File: config.mk
export PLATFORM = sky130hd
export DESIGN_NAME = lsrc_fifo
export DESIGN_NICKNAME = d
export VERILOG_FILES = /design/src/line_segment_rect_clip_assert.svh /design/src/lsrc_fifo.sv
export SDC_FILE = /design/constraint.sdc
export NUM_CORES = 1
export LEC_CHECK = 0
export BUFFER_PORTS_ARGS = -buffer_cell sky130_fd_sc_hd__buf_2
export CAP_MARGIN = 20
export CORE_MARGIN = 5
export CORE_UTILIZATION = 44
export DETAILED_ROUTE_END_ITERATION = 8
export PLACE_DENSITY = 0.71
export REMOVE_ABC_BUFFERS = 1
export SYNTH_ARGS = -nofsm -noshare
export SYNTH_HDL_FRONTEND = slang
export SYNTH_SLANG_ARGS = --single-unit
File: constraint.sdc
create_clock -name aclk -period 1.3 [get_ports aclk]
set_input_delay 0.26 -clock aclk [delete_from_list [all_inputs] [get_ports aclk]]
set_output_delay 0.26 -clock aclk [all_outputs]
set_load 0.02 [all_outputs]
File: src/line_segment_rect_clip_assert.svh
// Assertion macros used by the clipper top level
`ifndef LINE_SEGMENT_RECT_CLIP_ASSERT_SVH
`define LINE_SEGMENT_RECT_CLIP_ASSERT_SVH

// checked only out of reset
`define LSRC_ASSERT(label, prop, msg) \
    label: assert property (@(posedge aclk) disable iff (!aresetn) prop) else $error(msg);

// checked on every edge, reset included
`define LSRC_ASSERT_ALWAYS(label, prop, msg) \
    label: assert property (@(posedge aclk) prop) else $error(msg);

`endif

File: src/lsrc_fifo.sv
// Short queue between the front end and the clipping pipeline
module lsrc_fifo #(
    parameter int WIDTH = 8,
    parameter int DEPTH = 2
) (
    input  logic             aclk,
    input  logic             aresetn,
    input  logic             wr_valid,
    output logic             wr_ready,
    input  logic [WIDTH-1:0] wr_data,
    output logic             rd_valid,
    input  logic             rd_ready,
    output logic [WIDTH-1:0] rd_data
);
    localparam int PW = (DEPTH > 1) ? $clog2(DEPTH) : 1;
    localparam int CW = $clog2(DEPTH + 1);

    logic [WIDTH-1:0] mem_reg [DEPTH];
    logic [PW-1:0]    wr_ptr_reg, rd_ptr_reg;
    logic [CW-1:0]    count_reg;
    logic             do_wr, do_rd;

    assign wr_ready = (count_reg != CW'(DEPTH));
    assign rd_valid = (count_reg != '0);
    assign do_wr    = wr_valid && wr_ready;
    assign do_rd    = rd_valid && rd_ready;
    assign rd_data  = mem_reg[rd_ptr_reg];

    always_ff @(posedge aclk) begin
        if (!aresetn) begin
            wr_ptr_reg <= '0;
            rd_ptr_reg <= '0;
            count_reg  <= '0;
        end else begin
            if (do_wr) begin
                wr_ptr_reg <= (wr_ptr_reg == PW'(DEPTH-1)) ? '0 : wr_ptr_reg + 1'b1;
            end
            if (do_rd) begin
                rd_ptr_reg <= (rd_ptr_reg == PW'(DEPTH-1)) ? '0 : rd_ptr_reg + 1'b1;
            end
            if (do_wr && !do_rd) begin
                count_reg <= count_reg + 1'b1;
            end else if (do_rd && !do_wr) begin
                count_reg <= count_reg - 1'b1;
            end
        end
    end

    always_ff @(posedge aclk) begin
        if (do_wr) begin
            mem_reg[wr_ptr_reg] <= wr_data;
        end
    end

endmodule

==> metrics <==
# IOs 22; nets 102; Crit path buffers/inverters 2; IO buf count 21; post-synthesis area per instance approximately 16 sq um; Yosys warning total 0; Die Width approximately 53 um; family with the most delay on the worst path flip-flops; Avg Vias per Cell around 4.6; Root Buffer clkbuf_4; CTS tree done; All-Layer GR Usage 0.126; DR DRC count 0; CTS Buf Count 3; gp weighted congestion 0.711; Worst-Margin Slew ~0.19 ns; Max clock buf depth 2; synthesis-stage register bit count 21; Synth Area in Adders 0.0155; Crit Path Category flop to output pin; Gate Count Post-Synth 50; Placeable Area around 0.0017 sq mm; CP most frequent cell buf_6; post-route ant nets 0; mapped cell area between 800 and 900 sq um; number of fillers in the final layout ~130; CP required around 1.0 ns; max reg flops 16; final period utilization 1.14; top area cells in the synthesized netlist edfxtp_1 (59%), dfxtp_1 (12%), mux2_2 (11%), xor2_1 (3.2%), nand2b_4 (1.7%); first-pass GRT wire length about 2.4 mm; Cells after DPL between 100 and 150; post-synthesis mux area share 0.111; Synth area leader edfxtp_1; Seq/Total Area, Yosys 0.717; final hold vios 0; H-Tree Level Count 1; clock skew ~0.0011 ns; crit-path max FO 4; starting density of the core 0.464; Simple-Gate Fraction of Synth Area 0.0711; xor and xnor area share after synthesis 0.0325; post-route minimum period roughly 1.5 ns; First DRT Iteration DRCs 7; clk slew on worst S/H paths approximately 0.11 ns; largest net degree at the start of global routing 12; GRT met2 Usage 0.215; GRT busiest layer met2; run status finished with violations; hold buffers post-CTS 0; met3 usage 0.0394; Setup crit end kind output pin; initial antenna violation count 0; Rel. slew slack 0.871; # rows 15; via count between 500 and 600; RSZ-0062 raised after global routing true; vias in the first global route 553; clock latency at the later pin of the worst-skew pair ~0.29 ns; GR Layer Usage met1 0.139; WP data arrival around 1.2 ns; Unique masters post-synth 17; TritonCTS Sinks 21; Worst VDD drop about 1400 uV; crit path cell chain buf_6, mux2_4, buf_6; post-synth top area share 0.594; Synth Area in Compound Gates 0.0371; fmax 675 MHz; HP Class primary input to flop; Die Ht between 50 and 60 um; global route overflow 0; failing checks negative setup slack; setup slack after layout -0.182 ns; antenna cells 0; CP max stage cell dfxtp_2; Max Cap Viol 0; final wirelength around 1.6 mm; leakage roughly 0.52 nW; Crit path largest cell delay ~0.36 ns; area grow syn2layout 51.3%; die area around 0.0028 sq mm; non-filler cells, final roughly 110; Initial DRT Pass Iterations 4; layout cells sized above 1 0.636; HPWL after DPL 1.02 mm; PwrDens approximately 2000 mW/mm^2; # setup viols final 11; main combinational cell family by area after synthesis multiplexers; Slew Limit Fails 0; wire per inst between 10 and 15 um; Hold Worst Slack 0.147 ns; Critical Path Start Type flop
[cells in the final DEF, fill, tap and decap left out, drive strengths merged]
| master | synthesis | final |
|---|---|---|
| nand3b | 1 | 1 |
| o21ai | 2 | 2 |
| ha | 1 | 1 |
| dfxtp | 5 | 5 |
| nor2 | 3 | 3 |
| xor2 | 3 | 3 |
| nand2b | 1 | 1 |
| and3 | 1 | 1 |
| buf | 1 | 35 |
| a21oi | 2 | 2 |
| clkbuf | 0 | 4 |
| inv | 2 | 2 |
| or3 | 1 | 1 |
| a21bo | 1 | 1 |
| or2 | 1 | 1 |
| and2 | 1 | 1 |
| mux2 | 8 | 8 |
| edfxtp | 16 | 16 |
[cells by family after synthesis]
family                   Yosys count
buffers and inverters              3
XOR/XNOR                           3
adder cells (fa/ha/maj)            1
multiplexers                       8
AO/OA/AOI/OAI                      5
AND/OR/NAND/NOR                    9
flip-flops                        21
[metrics by stage]
step | util | cell area (sq um) | setup TNS [ns] | total power, mW | setup WS (ns)
after global placement | 0.591 | 1030 | -0.116 | 1.72 | -0.116
final | 0.702 | 1220 | -1.64 | 2.45 | -0.182
after CTS | 0.685 | 1200 | -1.63 | 2.36 | -0.179
after detailed placement | 0.591 | 1030 | -0.219 | 1.75 | -0.192
after floorplan | - | 805 | -0.224 | 1.40 | -0.224
after global routing | 0.702 | 1220 | -2.15 | 2.59 | -0.226
[worst paths after layout]
| check | startpoint | end | slack, ns | cells after the start |
|---|---|---|---|---|
| worst max register to register | count_reg[0] | count_reg[1] | -0.15 | 6 |
| worst min register to register | rd_ptr_reg | rd_ptr_reg | 0.52 | 2 |
| worst max-delay path | flop | rd_data[3] | -0.18 | 3 |
| worst min-delay path | wr_data[1] | mem_reg[1][1] | 0.15 | 1 |
[power breakdown]
part / internal [mW] / total, mW / switching (mW)
Clock: 0.119 / 0.300 / 0.180
Sequential: 0.869 / 0.939 / 0.0698
Combinational: 0.714 / 1.21 / 0.497
[synth_stat cells]
cell,instances
ha_1,1
a21oi_1,2
dfxtp_1,5
edfxtp_1,16
or3_1,1
a21bo_2,1
or2_2,1
xor2_1,3
and2_1,1
and3_1,1
mux2_2,8
nor2_1,3
buf_2,1
nand3b_1,1
o21ai_0,2
inv_1,2
nand2b_4,1
[worst register-to-register path: stages (launching register included)]
cell      delay (ns)
dfxtp_4         0.37
nand2b_4        0.14
and2_4          0.14
ha_4            0.16
xor2_2          0.14
or3_1           0.31
a21oi_1         0.12
[layer usage]
layer  share of wire  vias to the layer above
li1                -                      255
met1            0.40                      247
met2            0.51                       16
met3           0.063                        4
met4           0.024                        0
met5               0                        -
[final cells by class]
type                            instances  area, sq um  area share
Sequential cell                        21          589       0.481
Timing Repair Buffer                   35          295       0.241
Multi-Input combinational cell         26          275       0.225
Tap cell                               25         31.3      0.0255
Clock buffer                            4         26.3      0.0215
Inverter                                2         7.51     0.00613
[what timing repair did]
item | in CTS | in global routing
endpoints found under the hold margin | 0 | 0
buffers inserted | 1 | 2
pin swaps | 4 | 3
setup endpoints to repair | 12 | 12
resized for setup | 41 | 6
No activity file was read; power rests on OpenSTA's default activity.
