File: config.mk
export PLATFORM = sky130hd
export DESIGN_NAME = lsrc_front
export DESIGN_NICKNAME = d
export VERILOG_FILES = /design/src/line_segment_rect_clip_assert.svh /design/src/lsrc_pkg.sv /design/src/lsrc_front.sv
export SDC_FILE = /design/constraint.sdc
export NUM_CORES = 1
export LEC_CHECK = 0
export CORE_UTILIZATION = 40
export CTS_CLUSTER_DIAMETER = 80
export DETAILED_ROUTE_END_ITERATION = 12
export DONT_BUFFER_PORTS = 1
export MAX_ROUTING_LAYER = met4
export SYNTH_ARGS = -nofsm -noshare
export SYNTH_HDL_FRONTEND = slang
export SYNTH_SLANG_ARGS = --single-unit
File: constraint.sdc
create_clock -name aclk -period 5.5 [get_ports aclk]
set_input_delay 0.825 -clock aclk [delete_from_list [all_inputs] [get_ports aclk]]
set_output_delay 0.825 -clock aclk [all_outputs]
set_load 0.02 [all_outputs]
File: src/line_segment_rect_clip_assert.svh
// Assertion macros used by the clipper top level
`ifndef LINE_SEGMENT_RECT_CLIP_ASSERT_SVH
`define LINE_SEGMENT_RECT_CLIP_ASSERT_SVH

// checked only out of reset
`define LSRC_ASSERT(label, prop, msg) \
    label: assert property (@(posedge aclk) disable iff (!aresetn) prop) else $error(msg);

// checked on every edge, reset included
`define LSRC_ASSERT_ALWAYS(label, prop, msg) \
    label: assert property (@(posedge aclk) prop) else $error(msg);

`endif

File: src/lsrc_pkg.sv
// Shared constants and types of the segment clipper
package lsrc_pkg;

    localparam int CFG_INDEX_BITS = 2;
    localparam int NUM_EDGES      = 4;

    typedef enum logic [CFG_INDEX_BITS-1:0] {
        CFG_X_MIN = 2'd0,
        CFG_Y_MIN = 2'd1,
        CFG_X_MAX = 2'd2,
        CFG_Y_MAX = 2'd3
    } cfg_index_t;

    typedef enum logic [1:0] {
        EDGE_LEFT   = 2'd0,
        EDGE_TOP    = 2'd1,
        EDGE_RIGHT  = 2'd2,
        EDGE_BOTTOM = 2'd3
    } edge_t;

    localparam int RESET_X_MIN = 0;
    localparam int RESET_Y_MIN = 0;
    localparam int RESET_X_MAX = 1023;
    localparam int RESET_Y_MAX = 767;

    typedef struct packed {
        logic valid;
        logic ready;
    } hs_t;

endpackage

File: src/lsrc_front.sv
// Front end: window registers, edge distances and segment deltas
module lsrc_front #(
    parameter int C = 16
) (
    input  logic                                aclk,
    input  logic                                aresetn,
    input  logic                                cfg_valid,
    output logic                                cfg_ready,
    input  logic [lsrc_pkg::CFG_INDEX_BITS-1:0] cfg_index,
    input  logic [C-1:0]                        cfg_data,
    input  logic                                s_valid,
    output logic                                s_ready,
    input  logic signed [C-1:0]                 s_start_x,
    input  logic signed [C-1:0]                 s_start_y,
    input  logic signed [C-1:0]                 s_end_x,
    input  logic signed [C-1:0]                 s_end_y,
    output lsrc_pkg::hs_t                       word_hs_o,
    input  logic                                word_ready,
    output logic [2*C+6*(C+1)-1:0]              word_data
);
    import lsrc_pkg::*;

    localparam int WW = 2*C + 6*(C+1);

    logic signed [C-1:0] x_min_reg, y_min_reg, x_max_reg, y_max_reg;
    logic                valid_reg;
    logic [WW-1:0]       word_reg;
    logic [WW-1:0]       word_next;
    logic signed [C:0]   dx, dy, q_left, q_top, q_right, q_bottom;

    assign cfg_ready = 1'b1;

    always_ff @(posedge aclk) begin
        if (!aresetn) begin
            x_min_reg <= C'(RESET_X_MIN);
            y_min_reg <= C'(RESET_Y_MIN);
            x_max_reg <= C'(RESET_X_MAX);
            y_max_reg <= C'(RESET_Y_MAX);
        end else if (cfg_valid) begin
            case (cfg_index_t'(cfg_index))
                CFG_X_MIN: x_min_reg <= cfg_data;
                CFG_Y_MIN: y_min_reg <= cfg_data;
                CFG_X_MAX: x_max_reg <= cfg_data;
                CFG_Y_MAX: y_max_reg <= cfg_data;
                default: ;
            endcase
        end
    end

    always_comb begin
        dx       = (C+1)'(s_end_x)   - (C+1)'(s_start_x);
        dy       = (C+1)'(s_end_y)   - (C+1)'(s_start_y);
        q_left   = (C+1)'(s_start_x) - (C+1)'(x_min_reg);
        q_top    = (C+1)'(y_max_reg) - (C+1)'(s_start_y);
        q_right  = (C+1)'(x_max_reg) - (C+1)'(s_start_x);
        q_bottom = (C+1)'(s_start_y) - (C+1)'(y_min_reg);
        word_next = {s_start_x, s_start_y, dx, dy, q_left, q_top, q_right, q_bottom};
    end

    assign s_ready = !valid_reg || word_ready;

    always_ff @(posedge aclk) begin
        if (!aresetn) begin
            valid_reg <= 1'b0;
        end else if (s_ready) begin
            valid_reg <= s_valid;
        end
    end

    always_ff @(posedge aclk) begin
        if (s_ready && s_valid) begin
            word_reg <= word_next;
        end
    end

    assign word_hs_o.valid = valid_reg;
    assign word_hs_o.ready = word_ready;
    assign word_data       = word_reg;

endmodule

==> impl_metrics.csv <==
group,metric,value,unit
run_status,status,"complete, no violations",
timing,tightest_slew,1160,ps
die,die_h,172,um
die,die_area,0.0296,sq mm
timing,min_period,2580,ps
synth,avgSynthCellArea,9.82,sq um
power,sw_frac_of_total,0.306,
timing,slew-limit-headroom,0.221,
global_route,grt_pass1_wl,44300,um
worst_hold_path,hp-class,"reg2reg",
timing,tns,0,ps
power,power.density,302,mW/mm^2
timing,slew_viol_final,0,
synth,netlist-cell-type-count,76,
synth,synth.most_common_cell,"nand2_1",
critical_path,crit_path_end_kind,"flip-flop",
synth,synth_top_area_share,0.348,
drt,via_per_inst,5.40,
placement,postPlaceCellArea,0.0119,sq mm
timing,fin_crit_sh,0.469,
clock_network,cts_sinks,199,
critical_path,cp_max_fo,69,
global_route,grt.total_usage,0.204,
timing,max_freq,0.388,GHz
critical_path,cp.arrival,2640,ps
power,finalPower,3.76,mW
die,die_w,172,um
synth,yosysTopAreaCell,"edfxtp_1",
synth,synth-seq-cells,199,
die,coreArea,0.0281,sq mm
synth,synth_area,0.0116,sq mm
timing,skew,10.8,ps
placement,port_buffers,0,
clock_network,cts_root_buffer,"clkbuf_16",
synth,synth-edff-count,134,
synth,ys_top_cells_by_count,"nand2_1 (161), edfxtp_1 (134), inv_1 (117), ha_1 (96), nor2_1 (69)",
synth,yosys_warnings,0,
drt,routedWlPerCell,18.8,um
power,power_frac_seq,0.520,
layout,n_antenna_cell,0,
flow_run,drv_cap,0,
drt,vias,8392,
critical_path,crit_type,"reg2reg",
layout,design_area,0.0124,sq mm
clock_network,ctsResizeCount,0,
placement,dp_hpwl,22400,um
power,ir_worst_vdd,0.217,mV
global_route,antenna_found_initial,0,
clock_network,postCtsHoldBufs,0,
synth,synthCells,1176,
die,io_pins,225,
power,p_leak,4.82,nW
drt,drcViolationCount,0,
power,power.switching,1.15,mW
clock_network,clk_path_buf_depth,2,
clock_network,cts_buffers,17,
die,fp-row-count,61,
layout,fin_nets,1353,
layout,drive_gt1_frac,0.0433,
drt,drt_wl_total,29300,um
synth,yosys-top-cells-area,"edfxtp_1 (35%), dfxtp_1 (11%), ha_1 (10%)",
clock_network,path_clk_slew,70,ps
layout,nFillCells,2765,
layout,multi_input_area,0.00566,sq mm
timing,hold_viol,0,
timing,final-setup-viol-count,0,
layout,area_delta_synth_final,7.67,%
power,p_int,2.61,mW
clock_network,insertion_delay,440,ps
synth,syn_nets,1365,
global_route,grt_pass1_vias,7915,
synth,synthArstFlopShare,0,
drt,ant_nets,0,
die,initial_core_util,0.411,
clock_network,cts_setup_buffers,0,
synth,synth.yosys.seq_area_share,0.461,
timing,rsz0062_at_grt,"no",
placement,gp_congestion,0.886,
synth,synth-main-ff-cell,"edfxtp_1",
clock_network,cts_tree,"done",
power,combPwrFrac,0.170,
critical_path,required,5570,ps
drt,drtIter0Drc,592,
critical_path,startpoint_type,"flip-flop",
layout,largest_reg_flops,134,
drt,drt_pass1_iterations,6,
global_route,grt_max_degree,70,
global_route,grt_overflow,0,
clock_network,htreeDepth,4,
layout,regArea,0.00533,sq mm
power,p_clk_frac,0.310,
per-layer routing:
metal  GRT usage  vias up  part of all wire
li1            -     4171                 -
met4      0.0673        0             0.021
met1       0.276     3973              0.48
met5           -        -                 0
met3      0.0494       29             0.063
met2       0.298      219              0.43
per-stage QoR:
stage	worst slack (ps)	hold WS, ps	util	std cells
2_1_floorplan	795	443	-	1176
3_3_place_gp	2490	452	0.424	1523
3_5_place_dp	2450	457	0.424	1523
4_1_cts	2890	456	0.443	1555
5_1_grt	2780	458	0.443	1555
6_report	2920	464	0.443	1555
worst max-delay path, stage by stage (launching register included):
cell and delay (ps):
dfxtp_1 380, nand2b_1 250, and2_4 760, buf_4 640
power by group through the flow:
stage	logic, mW	clock network, mW	registers [mW]
floorplan	0.512	0	1.97
global placement	0.624	0	1.99
detailed placement	0.632	0	1.99
CTS	0.637	1.19	1.96
global route	0.720	1.24	1.97
finish	0.639	1.16	1.95
cell usage in the layout (no fill, tap or decap), drive strengths merged, types with 7 or more instances in the layout:
master	netlist	routed
a211oi	8	8
a21boi	48	48
a21o	28	28
a21oi	54	54
a31oi	12	12
and2	7	7
and3	8	8
clkbuf	29	18
dfxtp	65	65
edfxtp	134	134
ha	96	96
inv	117	119
nand2	162	162
nand2b	12	12
nand3	29	29
nor2	69	69
nor2b	21	21
nor3	26	26
nor3b	9	9
o211ai	15	15
o21a	12	12
o21ai	45	45
o21bai	9	9
o311ai	9	9
or3	10	10
xnor2	40	40
xor2	19	19
worst paths after layout:
path | from | endpoint | slack, ps | depth (start not counted)
worst max-delay path | valid_reg$_SDFFE_PN0N_ | word_data[50]$_DFFE_PP_ | 2920 | 3
worst min-delay path | y_min_reg[10]$_SDFFE_PN0P_ | y_min_reg[10]$_SDFFE_PN0P_ | 460 | 2
worst max register to register | valid_reg$_SDFFE_PN0N_ | word_data[50]$_DFFE_PP_ | 2920 | 3
worst min register to register | y_min_reg[10]$_SDFFE_PN0P_ | y_min_reg[10]$_SDFFE_PN0P_ | 460 | 2
layout make-up:
| class | count | share of cell area |
|---|---|---|
| multi-input cells | 827 | 0.455 |
| repair buffers | 2 | 0.00121 |
| inverters | 117 | 0.0353 |
| clock buffers | 18 | 0.0345 |
| well taps | 378 | 0.0380 |
| flip-flops and latches | 199 | 0.428 |
| clock inverters | 14 | 0.00825 |
logic make-up after synthesis:
family,after synthesis,synth area share
AOI/OAI and AO/OA,284,0.173
buffers and inverters,150,0.0498
xor gates and xnor gates,59,0.0447
adders and majority gates,102,0.114
and+or+nand+nor,376,0.152
muxes,5,0.00433
DFF,199,0.461
other,1,0.000325
(Power assumes the default switching activity.)
